$ cat config.mk
export PLATFORM = sky130hd
export DESIGN_NAME = modbus_rtu_request_framer_flat
export DESIGN_NICKNAME = d
export VERILOG_FILES = /design/src/hw/rtl/mrf_pkg.sv /design/src/hw/rtl/mrf_cmd_if.sv /design/src/hw/rtl/mrf_byte_if.sv /design/src/hw/rtl/mrf_front.sv /design/src/hw/rtl/mrf_fifo.sv /design/src/hw/rtl/mrf_back.sv /design/src/hw/rtl/modbus_rtu_request_framer.sv /design/src/flat_wrapper.sv
export SDC_FILE = /design/constraint.sdc
export NUM_CORES = 1
export LEC_CHECK = 0
export CAP_MARGIN = 10
export CORE_MARGIN = 4
export CORE_UTILIZATION = 66
export CTS_BUF_LIST = sky130_fd_sc_hd__clkbuf_4 sky130_fd_sc_hd__clkbuf_8
export CTS_CLUSTER_SIZE = 20
export DETAILED_ROUTE_END_ITERATION = 8
export DONT_BUFFER_PORTS = 1
export PLACE_DENSITY = 0.82
export SLEW_MARGIN = 20
export SYNTH_ARGS = -nofsm -noshare
export SYNTH_HDL_FRONTEND = slang
export SYNTH_SLANG_ARGS = --single-unit
$ cat constraint.sdc
create_clock -name clk_i -period 6.1 [get_ports clk_i]
set_input_delay 0 -clock clk_i [delete_from_list [all_inputs] [get_ports clk_i]]
set_output_delay 0 -clock clk_i [all_outputs]
set_load 0.02 [all_outputs]
$ cat src/hw/rtl/mrf_pkg.sv
package mrf_pkg;

  // Depth of the job queue between the command front end and the byte sequencer.
  localparam int unsigned MRF_FIFO_DEPTH = 2;

  localparam logic [7:0]  FN_READ_HOLDING = 8'h03;
  localparam logic [7:0]  FN_WRITE_SINGLE = 8'h06;
  localparam logic [7:0]  FN_WRITE_MULTI  = 8'h10;
  localparam logic [15:0] CRC_INIT        = 16'hFFFF;
  localparam logic [15:0] CRC_POLY        = 16'hA001;

  typedef enum logic [1:0] {
    CMD_READ         = 2'd0,
    CMD_WRITE_SINGLE = 2'd1,
    CMD_WRITE_MULTI  = 2'd2
  } cmd_e;

  typedef enum logic [1:0] {
    JOB_READ,
    JOB_WRITE_SINGLE,
    JOB_MULTI_HEAD,
    JOB_MULTI_DATA
  } job_e;

  typedef struct packed {
    job_e        op;
    logic        last;
    logic [7:0]  slave_address;
    logic [15:0] register_address;
    logic [7:0]  register_count;
    logic [15:0] data_word;
  } job_t;

  typedef struct packed {
    logic full;
    logic empty;
  } fifo_status_t;

  typedef enum logic [1:0] {
    ST_IDLE,
    ST_DATA,
    ST_CRC_LO,
    ST_CRC_HI
  } back_state_e;

  // Byte position inside one job; the longest job carries nine data bytes.
  typedef logic [3:0] idx_t;

endpackage

$ cat src/hw/rtl/mrf_cmd_if.sv
interface mrf_cmd_if;
  logic        valid;
  logic        ready;
  logic [1:0]  command;
  logic [7:0]  slave_address;
  logic [15:0] register_address;
  logic [7:0]  register_count;
  logic [15:0] data_word;
  logic        last_word;

  modport source (
    output valid, command, slave_address, register_address, register_count, data_word,
           last_word,
    input  ready
  );

  modport sink (
    input  valid, command, slave_address, register_address, register_count, data_word,
           last_word,
    output ready
  );
endinterface

$ cat src/hw/rtl/mrf_byte_if.sv
interface mrf_byte_if;
  logic       valid;
  logic       ready;
  logic [7:0] frame_byte;
  logic       end_of_frame;

  modport source (
    output valid, frame_byte, end_of_frame,
    input  ready
  );

  modport sink (
    input  valid, frame_byte, end_of_frame,
    output ready
  );
endinterface

$ cat src/hw/rtl/mrf_front.sv
module mrf_front import mrf_pkg::*; (
  input  logic         clk_i,
  input  logic         rst_ni,
  mrf_cmd_if.sink      cmd_i,
  input  fifo_status_t status_i,
  output logic         push_o,
  output job_t         job_o
);

  logic frame_open_q, frame_open_d;
  logic accept;

  assign cmd_i.ready = !status_i.full;
  assign accept      = cmd_i.valid && cmd_i.ready;

  always_comb begin
    push_o                 = 1'b0;
    frame_open_d           = frame_open_q;
    job_o.op               = JOB_READ;
    job_o.last             = cmd_i.last_word;
    job_o.slave_address    = cmd_i.slave_address;
    job_o.register_address = cmd_i.register_address;
    job_o.register_count   = cmd_i.register_count;
    job_o.data_word        = cmd_i.data_word;
    if (accept) begin
      case (cmd_e'(cmd_i.command))
        CMD_READ: begin
          push_o       = 1'b1;
          job_o.op     = JOB_READ;
          frame_open_d = 1'b0;
        end
        CMD_WRITE_SINGLE: begin
          push_o       = 1'b1;
          job_o.op     = JOB_WRITE_SINGLE;
          frame_open_d = 1'b0;
        end
        CMD_WRITE_MULTI: begin
          push_o       = 1'b1;
          job_o.op     = frame_open_q ? JOB_MULTI_DATA : JOB_MULTI_HEAD;
          frame_open_d = !cmd_i.last_word;
        end
        default: begin
          // The unused command code is consumed and dropped.
          push_o = 1'b0;
        end
      endcase
    end
  end

  always_ff @(posedge clk_i or negedge rst_ni) begin
    if (!rst_ni) begin
      frame_open_q <= 1'b0;
    end else begin
      frame_open_q <= frame_open_d;
    end
  end

endmodule

$ cat src/hw/rtl/mrf_fifo.sv
module mrf_fifo import mrf_pkg::*; #(
  parameter int unsigned Depth = MRF_FIFO_DEPTH
) (
  input  logic         clk_i,
  input  logic         rst_ni,
  input  logic         push_i,
  input  job_t         job_i,
  input  logic         pop_i,
  output job_t         job_o,
  output fifo_status_t status_o
);

  localparam int unsigned PtrW = $clog2(Depth);
  localparam int unsigned CntW = $clog2(Depth + 1);

  job_t            mem_q [Depth];
  logic [PtrW-1:0] wr_ptr_q, rd_ptr_q;
  logic [CntW-1:0] count_q;

  assign status_o.full  = (count_q == CntW'(Depth));
  assign status_o.empty = (count_q == '0);
  assign job_o          = mem_q[rd_ptr_q];

  always_ff @(posedge clk_i) begin
    if (push_i) begin
      mem_q[wr_ptr_q] <= job_i;
    end
  end

  always_ff @(posedge clk_i or negedge rst_ni) begin
    if (!rst_ni) begin
      wr_ptr_q <= '0;
      rd_ptr_q <= '0;
      count_q  <= '0;
    end else begin
      if (push_i) begin
        wr_ptr_q <= (wr_ptr_q == PtrW'(Depth - 1)) ? '0 : wr_ptr_q + 1'b1;
      end
      if (pop_i) begin
        rd_ptr_q <= (rd_ptr_q == PtrW'(Depth - 1)) ? '0 : rd_ptr_q + 1'b1;
      end
      if (push_i && !pop_i) begin
        count_q <= count_q + 1'b1;
      end else if (pop_i && !push_i) begin
        count_q <= count_q - 1'b1;
      end
    end
  end

`ifndef NO_ASSERTIONS
  a_no_overflow: assert property (@(posedge clk_i) disable iff (!rst_ni)
    status_o.full |-> !push_i)
    else $error("job queue written while full");

  a_no_underflow: assert property (@(posedge clk_i) disable iff (!rst_ni)
    status_o.empty |-> !pop_i)
    else $error("job queue read while empty");

  a_count_in_range: assert property (@(posedge clk_i) disable iff (!rst_ni)
    count_q <= CntW'(Depth))
    else $error("job queue count past its depth");
`endif

endmodule

$ cat src/hw/rtl/mrf_back.sv
module mrf_back import mrf_pkg::*; (
  input  logic         clk_i,
  input  logic         rst_ni,
  input  fifo_status_t status_i,
  input  job_t         job_i,
  output logic         pop_o,
  mrf_byte_if.source   frame_o
);

  back_state_e state_q, state_d;
  job_t        job_q;
  idx_t        idx_q;
  logic [15:0] crc_q;
  logic        out_valid_q;
  logic [7:0]  out_byte_q;
  logic        out_eof_q;

  logic        adv;
  logic        load;
  logic [7:0]  byte_d;
  logic        eof_d;
  idx_t        n_data;
  logic        crc_tail;
  logic [7:0]  data_byte;

  function automatic logic [15:0] crc_byte(input logic [15:0] crc, input logic [7:0] b);
    logic [15:0] c;
    c = crc ^ {8'h00, b};
    for (int i = 0; i < 8; i++) begin
      c = c[0] ? ((c >> 1) ^ CRC_POLY) : (c >> 1);
    end
    return c;
  endfunction

  assign frame_o.valid        = out_valid_q;
  assign frame_o.frame_byte   = out_byte_q;
  assign frame_o.end_of_frame = out_eof_q;

  // The output register can take a new byte when it is empty or being drained.
  assign adv = !out_valid_q || frame_o.ready;

  always_comb begin
    case (job_q.op)
      JOB_READ, JOB_WRITE_SINGLE: n_data = 4'd6;
      JOB_MULTI_HEAD:             n_data = 4'd9;
      default:                    n_data = 4'd2;
    endcase
    crc_tail = (job_q.op == JOB_READ) || (job_q.op == JOB_WRITE_SINGLE) || job_q.last;
  end

  always_comb begin
    data_byte = 8'h00;
    case (job_q.op)
      JOB_READ, JOB_WRITE_SINGLE: begin
        case (idx_q)
          4'd0:    data_byte = job_q.slave_address;
          4'd1:    data_byte = (job_q.op == JOB_READ) ? FN_READ_HOLDING : FN_WRITE_SINGLE;
          4'd2:    data_byte = job_q.register_address[15:8];
          4'd3:    data_byte = job_q.register_address[7:0];
          4'd4:    data_byte = (job_q.op == JOB_READ) ? 8'h00 : job_q.data_word[15:8];
          4'd5:    data_byte = (job_q.op == JOB_READ) ? job_q.register_count
                                                      : job_q.data_word[7:0];
          default: data_byte = 8'h00;
        endcase
      end
      JOB_MULTI_HEAD: begin
        case (idx_q)
          4'd0:    data_byte = job_q.slave_address;
          4'd1:    data_byte = FN_WRITE_MULTI;
          4'd2:    data_byte = job_q.register_address[15:8];
          4'd3:    data_byte = job_q.register_address[7:0];
          4'd4:    data_byte = 8'h00;
          4'd5:    data_byte = job_q.register_count;
          4'd6:    data_byte = {job_q.register_count[6:0], 1'b0};
          4'd7:    data_byte = job_q.data_word[15:8];
          4'd8:    data_byte = job_q.data_word[7:0];
          default: data_byte = 8'h00;
        endcase
      end
      default: begin
        data_byte = (idx_q == 4'd0) ? job_q.data_word[15:8] : job_q.data_word[7:0];
      end
    endcase
  end

  always_comb begin
    state_d = state_q;
    case (state_q)
      ST_IDLE: begin
        if (!status_i.empty) begin
          state_d = ST_DATA;
        end
      end
      ST_DATA: begin
        if (adv && (idx_q == n_data - 4'd1)) begin
          state_d = crc_tail ? ST_CRC_LO : ST_IDLE;
        end
      end
      ST_CRC_LO: begin
        if (adv) begin
          state_d = ST_CRC_HI;
        end
      end
      ST_CRC_HI: begin
        if (adv) begin
          state_d = ST_IDLE;
        end
      end
      default: state_d = ST_IDLE;
    endcase
  end

  always_comb begin
    pop_o  = 1'b0;
    load   = 1'b0;
    byte_d = data_byte;
    eof_d  = 1'b0;
    case (state_q)
      ST_IDLE: pop_o = !status_i.empty;
      ST_DATA: load = adv;
      ST_CRC_LO: begin
        load   = adv;
        byte_d = crc_q[7:0];
      end
      ST_CRC_HI: begin
        load   = adv;
        byte_d = crc_q[15:8];
        eof_d  = 1'b1;
      end
      default: load = 1'b0;
    endcase
  end

  always_ff @(posedge clk_i or negedge rst_ni) begin
    if (!rst_ni) begin
      state_q     <= ST_IDLE;
      idx_q       <= '0;
      crc_q       <= CRC_INIT;
      out_valid_q <= 1'b0;
    end else begin
      state_q <= state_d;
      if (pop_o) begin
        idx_q <= '0;
      end else if (state_q == ST_DATA && adv) begin
        idx_q <= idx_q + 4'd1;
      end
      // A frame restarts the checksum unless the job continues an open frame.
      if (pop_o && job_i.op != JOB_MULTI_DATA) begin
        crc_q <= CRC_INIT;
      end else if (state_q == ST_DATA && adv) begin
        crc_q <= crc_byte(crc_q, data_byte);
      end else if (state_q == ST_CRC_HI && adv) begin
        crc_q <= CRC_INIT;
      end
      if (load) begin
        out_valid_q <= 1'b1;
      end else if (frame_o.ready) begin
        out_valid_q <= 1'b0;
      end
    end
  end

  always_ff @(posedge clk_i) begin
    if (pop_o) begin
      job_q <= job_i;
    end
    if (load) begin
      out_byte_q <= byte_d;
      out_eof_q  <= eof_d;
    end
  end

`ifndef NO_ASSERTIONS
  a_idx_in_range: assert property (@(posedge clk_i) disable iff (!rst_ni)
    (state_q == ST_DATA) |-> (idx_q < n_data))
    else $error("byte index past end of job");

  a_crc_only_when_closing: assert property (@(posedge clk_i) disable iff (!rst_ni)
    (state_q == ST_CRC_LO) |-> crc_tail)
    else $error("checksum sent for a job that does not close its frame");

  a_eof_after_crc_hi: assert property (@(posedge clk_i) disable iff (!rst_ni)
    (state_q == ST_CRC_HI && adv) |=> (out_valid_q && out_eof_q))
    else $error("final checksum byte not flagged as end of frame");
`endif

endmodule

$ cat src/hw/rtl/modbus_rtu_request_framer.sv
// A command word reaches the output via the job queue, job register and output register.
// Throughput: one frame byte per cycle while the sink is ready, except while the CRC
// sequencer is idle between items, taking the next job from the queue.
// A small job queue lets commands be accepted while the sequencer is still busy.
// Reset is asynchronous and active low: no frame open, CRC at 0xFFFF, queue and output empty.
module modbus_rtu_request_framer import mrf_pkg::*; #(
  parameter int unsigned FifoDepth = MRF_FIFO_DEPTH
) (
  input  logic       clk_i,
  input  logic       rst_ni,
  mrf_cmd_if.sink    cmd_i,
  mrf_byte_if.source frame_o
);

  logic         push;
  logic         pop;
  job_t         job_push;
  job_t         job_pop;
  fifo_status_t status;

  mrf_front u_front (
    .clk_i    (clk_i),
    .rst_ni   (rst_ni),
    .cmd_i    (cmd_i),
    .status_i (status),
    .push_o   (push),
    .job_o    (job_push)
  );

  mrf_fifo #(
    .Depth (FifoDepth)
  ) u_fifo (
    .clk_i    (clk_i),
    .rst_ni   (rst_ni),
    .push_i   (push),
    .job_i    (job_push),
    .pop_i    (pop),
    .job_o    (job_pop),
    .status_o (status)
  );

  mrf_back u_back (
    .clk_i    (clk_i),
    .rst_ni   (rst_ni),
    .status_i (status),
    .job_i    (job_pop),
    .pop_o    (pop),
    .frame_o  (frame_o)
  );

endmodule

$ cat src/flat_wrapper.sv
// flat-port wrapper written by rule: the top's interface ports become plain ports
module modbus_rtu_request_framer_flat import mrf_pkg::*;
#(
  parameter int unsigned FifoDepth = MRF_FIFO_DEPTH
)
  (clk_i, rst_ni, cmd_i_valid, cmd_i_command, cmd_i_slave_address, cmd_i_register_address, cmd_i_register_count, cmd_i_data_word, cmd_i_last_word, cmd_i_ready, frame_o_valid, frame_o_frame_byte, frame_o_end_of_frame, frame_o_ready);
  mrf_cmd_if cmd_i_i ();
  mrf_byte_if frame_o_i ();
  input  logic clk_i;
  input  logic rst_ni;
  input wire logic [$bits(cmd_i_i.valid)-1:0] cmd_i_valid;
  input wire logic [$bits(cmd_i_i.command)-1:0] cmd_i_command;
  input wire logic [$bits(cmd_i_i.slave_address)-1:0] cmd_i_slave_address;
  input wire logic [$bits(cmd_i_i.register_address)-1:0] cmd_i_register_address;
  input wire logic [$bits(cmd_i_i.register_count)-1:0] cmd_i_register_count;
  input wire logic [$bits(cmd_i_i.data_word)-1:0] cmd_i_data_word;
  input wire logic [$bits(cmd_i_i.last_word)-1:0] cmd_i_last_word;
  output wire logic [$bits(cmd_i_i.ready)-1:0] cmd_i_ready;
  output wire logic [$bits(frame_o_i.valid)-1:0] frame_o_valid;
  output wire logic [$bits(frame_o_i.frame_byte)-1:0] frame_o_frame_byte;
  output wire logic [$bits(frame_o_i.end_of_frame)-1:0] frame_o_end_of_frame;
  input wire logic [$bits(frame_o_i.ready)-1:0] frame_o_ready;
  assign cmd_i_i.valid = cmd_i_valid;
  assign cmd_i_i.command = cmd_i_command;
  assign cmd_i_i.slave_address = cmd_i_slave_address;
  assign cmd_i_i.register_address = cmd_i_register_address;
  assign cmd_i_i.register_count = cmd_i_register_count;
  assign cmd_i_i.data_word = cmd_i_data_word;
  assign cmd_i_i.last_word = cmd_i_last_word;
  assign cmd_i_ready = cmd_i_i.ready;
  assign frame_o_valid = frame_o_i.valid;
  assign frame_o_frame_byte = frame_o_i.frame_byte;
  assign frame_o_end_of_frame = frame_o_i.end_of_frame;
  assign frame_o_i.ready = frame_o_ready;
  modbus_rtu_request_framer #(.FifoDepth(FifoDepth)) u_core (.clk_i(clk_i), .rst_ni(rst_ni), .cmd_i(cmd_i_i), .frame_o(frame_o_i));
endmodule
==> metrics.md <==
| Metric | Value |
|---|---|
| 1st-iter DRT viols | around 500 |
| Post-Synthesis Cells | between 500 and 600 |
| Share of layout cells above drive strength 1 | a little under a quarter |
| Synth Net Count | 590 |
| Mapped cell area | between 8000 and 9000 um^2 |
| Fmax | between 0.2 and 0.3 GHz |
| Synth async-reset ratio | 14.7% |
| CP most frequent cell | xnor3_1 |
| First drt pass iteration count | 6 |
| Register share of total power | 44.7% |
| Placed cells | 670 |
| Worst Path Buf+Inv | 1 |
| Clock network power share | about 16% |
| Data arrival, critical path | just under 4 ns |
| Row count | 40 |
| Die height | 120 um |
| Run status | complete, no violations |
| Die X-Extent | 120 um |
| Max rail drop VDD | between 0.3 and 0.4 mV |
| Synthesized area per cell | approximately 16 um^2 |
| Largest delay share family, worst path | compound AO/OA/AOI/OAI gates |
| Most common cell after layout, fill and taps aside | edfxtp_1 |
| Max incr delay on CP | 0.59 ns |
| Reg-to-Reg Start | u_core.u_back.idx_q[0]$_DFFE_PN0P_ |
| Crit end category | register |
| Total Routing Usage GR | between 20 and 30% |
| Number of fill cells in the layout | between 700 and 800 |
| Depth of the worst hold-timing path | 3 |
| Worst-path fanout max | 13 |
| Clk root buf | clkbuf_8 |
| RD Place Congestion | ~0.86 |
| Reg2Reg Setup Slack | between 2 and 3 ns |
| # clock sinks | 190 |
| Worst EP required | roughly 6.5 ns |
| Yosys reg bits | 190 |
| Critical path's slowest cell | a222oi_1 |
| Post_cts resized | 0 |
| CTS tree | built |
| Startpoint Class | register |
| Total CTS buffers | 17 |
| Switching share of power | around a third |
| Final WS setup | around 2.6 ns |
| Setup violators final | 0 |
| Setup TNS | 0 ns |
| Clock Skew | 0.0165 ns |
| Worst reg2reg endpoint | u_core.u_back.crc_q[0]$_DFFE_PN1P_ |
| Post-route design area | slightly above 9000 um^2 |
| Fin crit period | around 3.5 ns |
| Initial Util | between 60% and 70% |
| Hold Path Class | primary input to register |
| Post-DRT Antenna Nets | 0 |
| Gate power share | 39.5% |
| Max Slew Vio Count | 0 |
| Vias in the first global route | around 5000 |
| Main synth FF type | edfxtp_1 |
| Synth-to-layout area growth | 12.5% |
| Total overflow reported by the global router | 0 |
| MaxCap Viol Count | 0 |
| Final WL | 17200 um |
| Via count | roughly 4700 |
| Largest net degree at the start of global routing | 60 |
| Worst slew pin tran | around 0.82 ns |
| WL/cell | between 20 and 25 um |
| Slew margin rel. | 44.9% |
| Remaining DRCs | 0 |
| HPWL after detailed placement | between 10000 and 15000 um |
| Clock transition at path regs | about 0.10 ns |
| CP cell instances | inv_1 -> ha_1 -> a222oi_1 -> a21oi_1 -> a221oi_1 -> a311o_2 -> xnor3_2 -> xnor3_1 -> xnor3_1 -> o22a_1 |
| Yosys warning count | 0 |
| Final Hold Fails | 0 |
| Clock Tree Buf Depth | 2 |
| DIE AREA | between 10000 and 15000 um^2 |
| Initial antenna violation count | 0 |
| Commonest non-fill, non-tap cells in the layout | edfxtp_1, mux2_2, dlygate4sd3_1, nor2_1, nand2_1 |
| RSZ-0062 raised after global routing | no |
| Sequential area share after synthesis | 67.9% |
| Port Buffer Count | 0 |
| First-pass GRT wire length | 27600 um |
| Final non-filler cell total | 760 |
| Pre-CTS setup slack | roughly 2.7 ns |
| Hold Startpoint | cmd_i_command[1] |
| Post-synth EDFFs | between 150 and 200 |
| Via density | approximately 6.2 |
| CP Class | register to register |
| Hold Path End | u_core.u_fifo.wr_ptr_q$_DFFE_PN0P_ |
| Internal power | 3.12 mW |
| Number of distinct library cells after synthesis | 68 |
| Leak | approximately 3.3 nW |
| H-tree depth | 4 |
| Clock Latency Late Sink | between 0.4 and 0.5 ns |
| Sw power | about 1.7 mW |
| Worst R2R Path Depth | 10 |
| Ant diodes | 0 |
| Cell Pwr Density | 520 nW/um^2 |
| Layout Nets | approximately 640 |
| Core area | 12100 um^2 |
| Crit share post-route | 57.3% |
| Final Util | approximately 76% |
| DP Area | 8310 um^2 |
| I/O pins | 66 |
==> worst register-to-register path, delay by kind of cell (launching register included) <==
family          cells  cell delay [ns]
compound gates      5             1.39
xor+xnor            3             1.06
fa+ha+maj           1             0.40
buf+inv             1             0.10
flops               1             0.49
==> layer usage <==
metal  share of wire [%]  vias to the layer above  global-route usage (%)
met5                   0                        -                       0
met4                 2.3                        0                    9.45
met3                 6.4                       38                    7.12
met2                  49                      197                    41.3
met1                  42                     2356                    33.8
li1                    -                     2116                       -
==> cells in the mapped netlist (7+ instances only) <==
master | number | area [um^2]
nand2b_1 | 7 | 43.8
inv_1 | 7 | 26.3
xnor2_1 | 9 | 78.8
mux2i_1 | 8 | 80.1
nor2_1 | 29 | 109
mux2_2 | 60 | 676
o21ai_0 | 14 | 70.1
buf_6 | 7 | 78.8
xor2_1 | 14 | 123
edfxtp_1 | 162 | 4860
ha_1 | 8 | 100
nand2_1 | 28 | 105
clkbuf_1 | 15 | 56.3
dfstp_2 | 16 | 420
dfrtp_1 | 12 | 300
a21oi_1 | 27 | 135
a222oi_1 | 11 | 110
==> cell type report <==
type	instances	area [um^2]	share of cell area, %
multi-input combinational	301	2450	26.5
clock inverter	12	101	1.09
clock buffer	20	256	2.77
tap	168	210	2.27
timing repair buffer	62	621	6.70
inverter	7	26.3	0.284
sequential	190	5590	60.4
==> cell families (layout without fill, tap and decap cells) <==
family | after synthesis | count (layout) | share of synthesized area [%]
AOI/OAI and AO/OA | 91 | 91 | 8.07
xor gates and xnor gates | 30 | 30 | 4.30
and+or+nand+nor | 101 | 101 | 6.39
adders and majority gates | 8 | 8 | 1.22
buffers and inverters | 36 | 101 | 2.43
muxes | 71 | 71 | 9.73
DFF | 190 | 190 | 67.9
==> flip-flops by register name (all words and copies together), names as in the netlist, 2 cells and up, named ones only <==
| register | cells |
|---|---|
| u_core.u_back.crc_q | 16 |
| u_core.u_back.frame_o.frame_byte | 8 |
| u_core.u_back.idx_q | 4 |
| u_core.u_back.job_q | 51 |
| u_core.u_fifo.count_q | 2 |
| u_core.u_fifo.mem_q | 102 |
==> worst max-delay path by stage <==
stage | startpoint | endpoint | slack [ns] | cells past startpoint
floorplan | u_core.u_fifo.count_q[0]$_DFFE_PN0P_ | u_core.u_fifo.mem_q[0][0]$_DFFE_PP_ | 1.30 | 3
global placement | u_core.u_back.idx_q[0]$_DFFE_PN0P_ | u_core.u_back.crc_q[0]$_DFFE_PN1P_ | 2.79 | 9
detailed placement | u_core.u_back.idx_q[0]$_DFFE_PN0P_ | u_core.u_back.crc_q[0]$_DFFE_PN1P_ | 2.69 | 10
CTS | u_core.u_back.idx_q[0]$_DFFE_PN0P_ | u_core.u_back.crc_q[0]$_DFFE_PN1P_ | 2.65 | 10
global route | u_core.u_back.idx_q[0]$_DFFE_PN0P_ | u_core.u_back.crc_q[0]$_DFFE_PN1P_ | 2.47 | 10
finish | u_core.u_back.idx_q[0]$_DFFE_PN0P_ | u_core.u_back.crc_q[0]$_DFFE_PN1P_ | 2.61 | 10
==> power groups by stage <==
stage / Combinational (mW) / Clock (mW) / Sequential (mW)
5_1_grt: 2.05 / 0.831 / 2.18
3_5_place_dp: 1.84 / 0 / 2.17
2_1_floorplan: 1.59 / 0 / 2.05
4_1_cts: 1.89 / 0.766 / 2.14
3_3_place_gp: 1.79 / 0 / 2.16
6_report: 1.90 / 0.760 / 2.15
==> timing repair <==
item                      4_1_cts  5_1_grt
hold buffers                   58        0
hold endpoints to repair      134        0
buffers inserted                0        0
==> metrics by stage <==
step                hold slack [ns]  total power [mW]
global route                 0.0364              5.07
detailed placement           -0.295              4.00
CTS                         0.00747              4.80
global placement             -0.295              3.95
floorplan                    -0.296              3.64
finish                       0.0455              4.81
No activity file was read; power rests on OpenSTA's default activity.
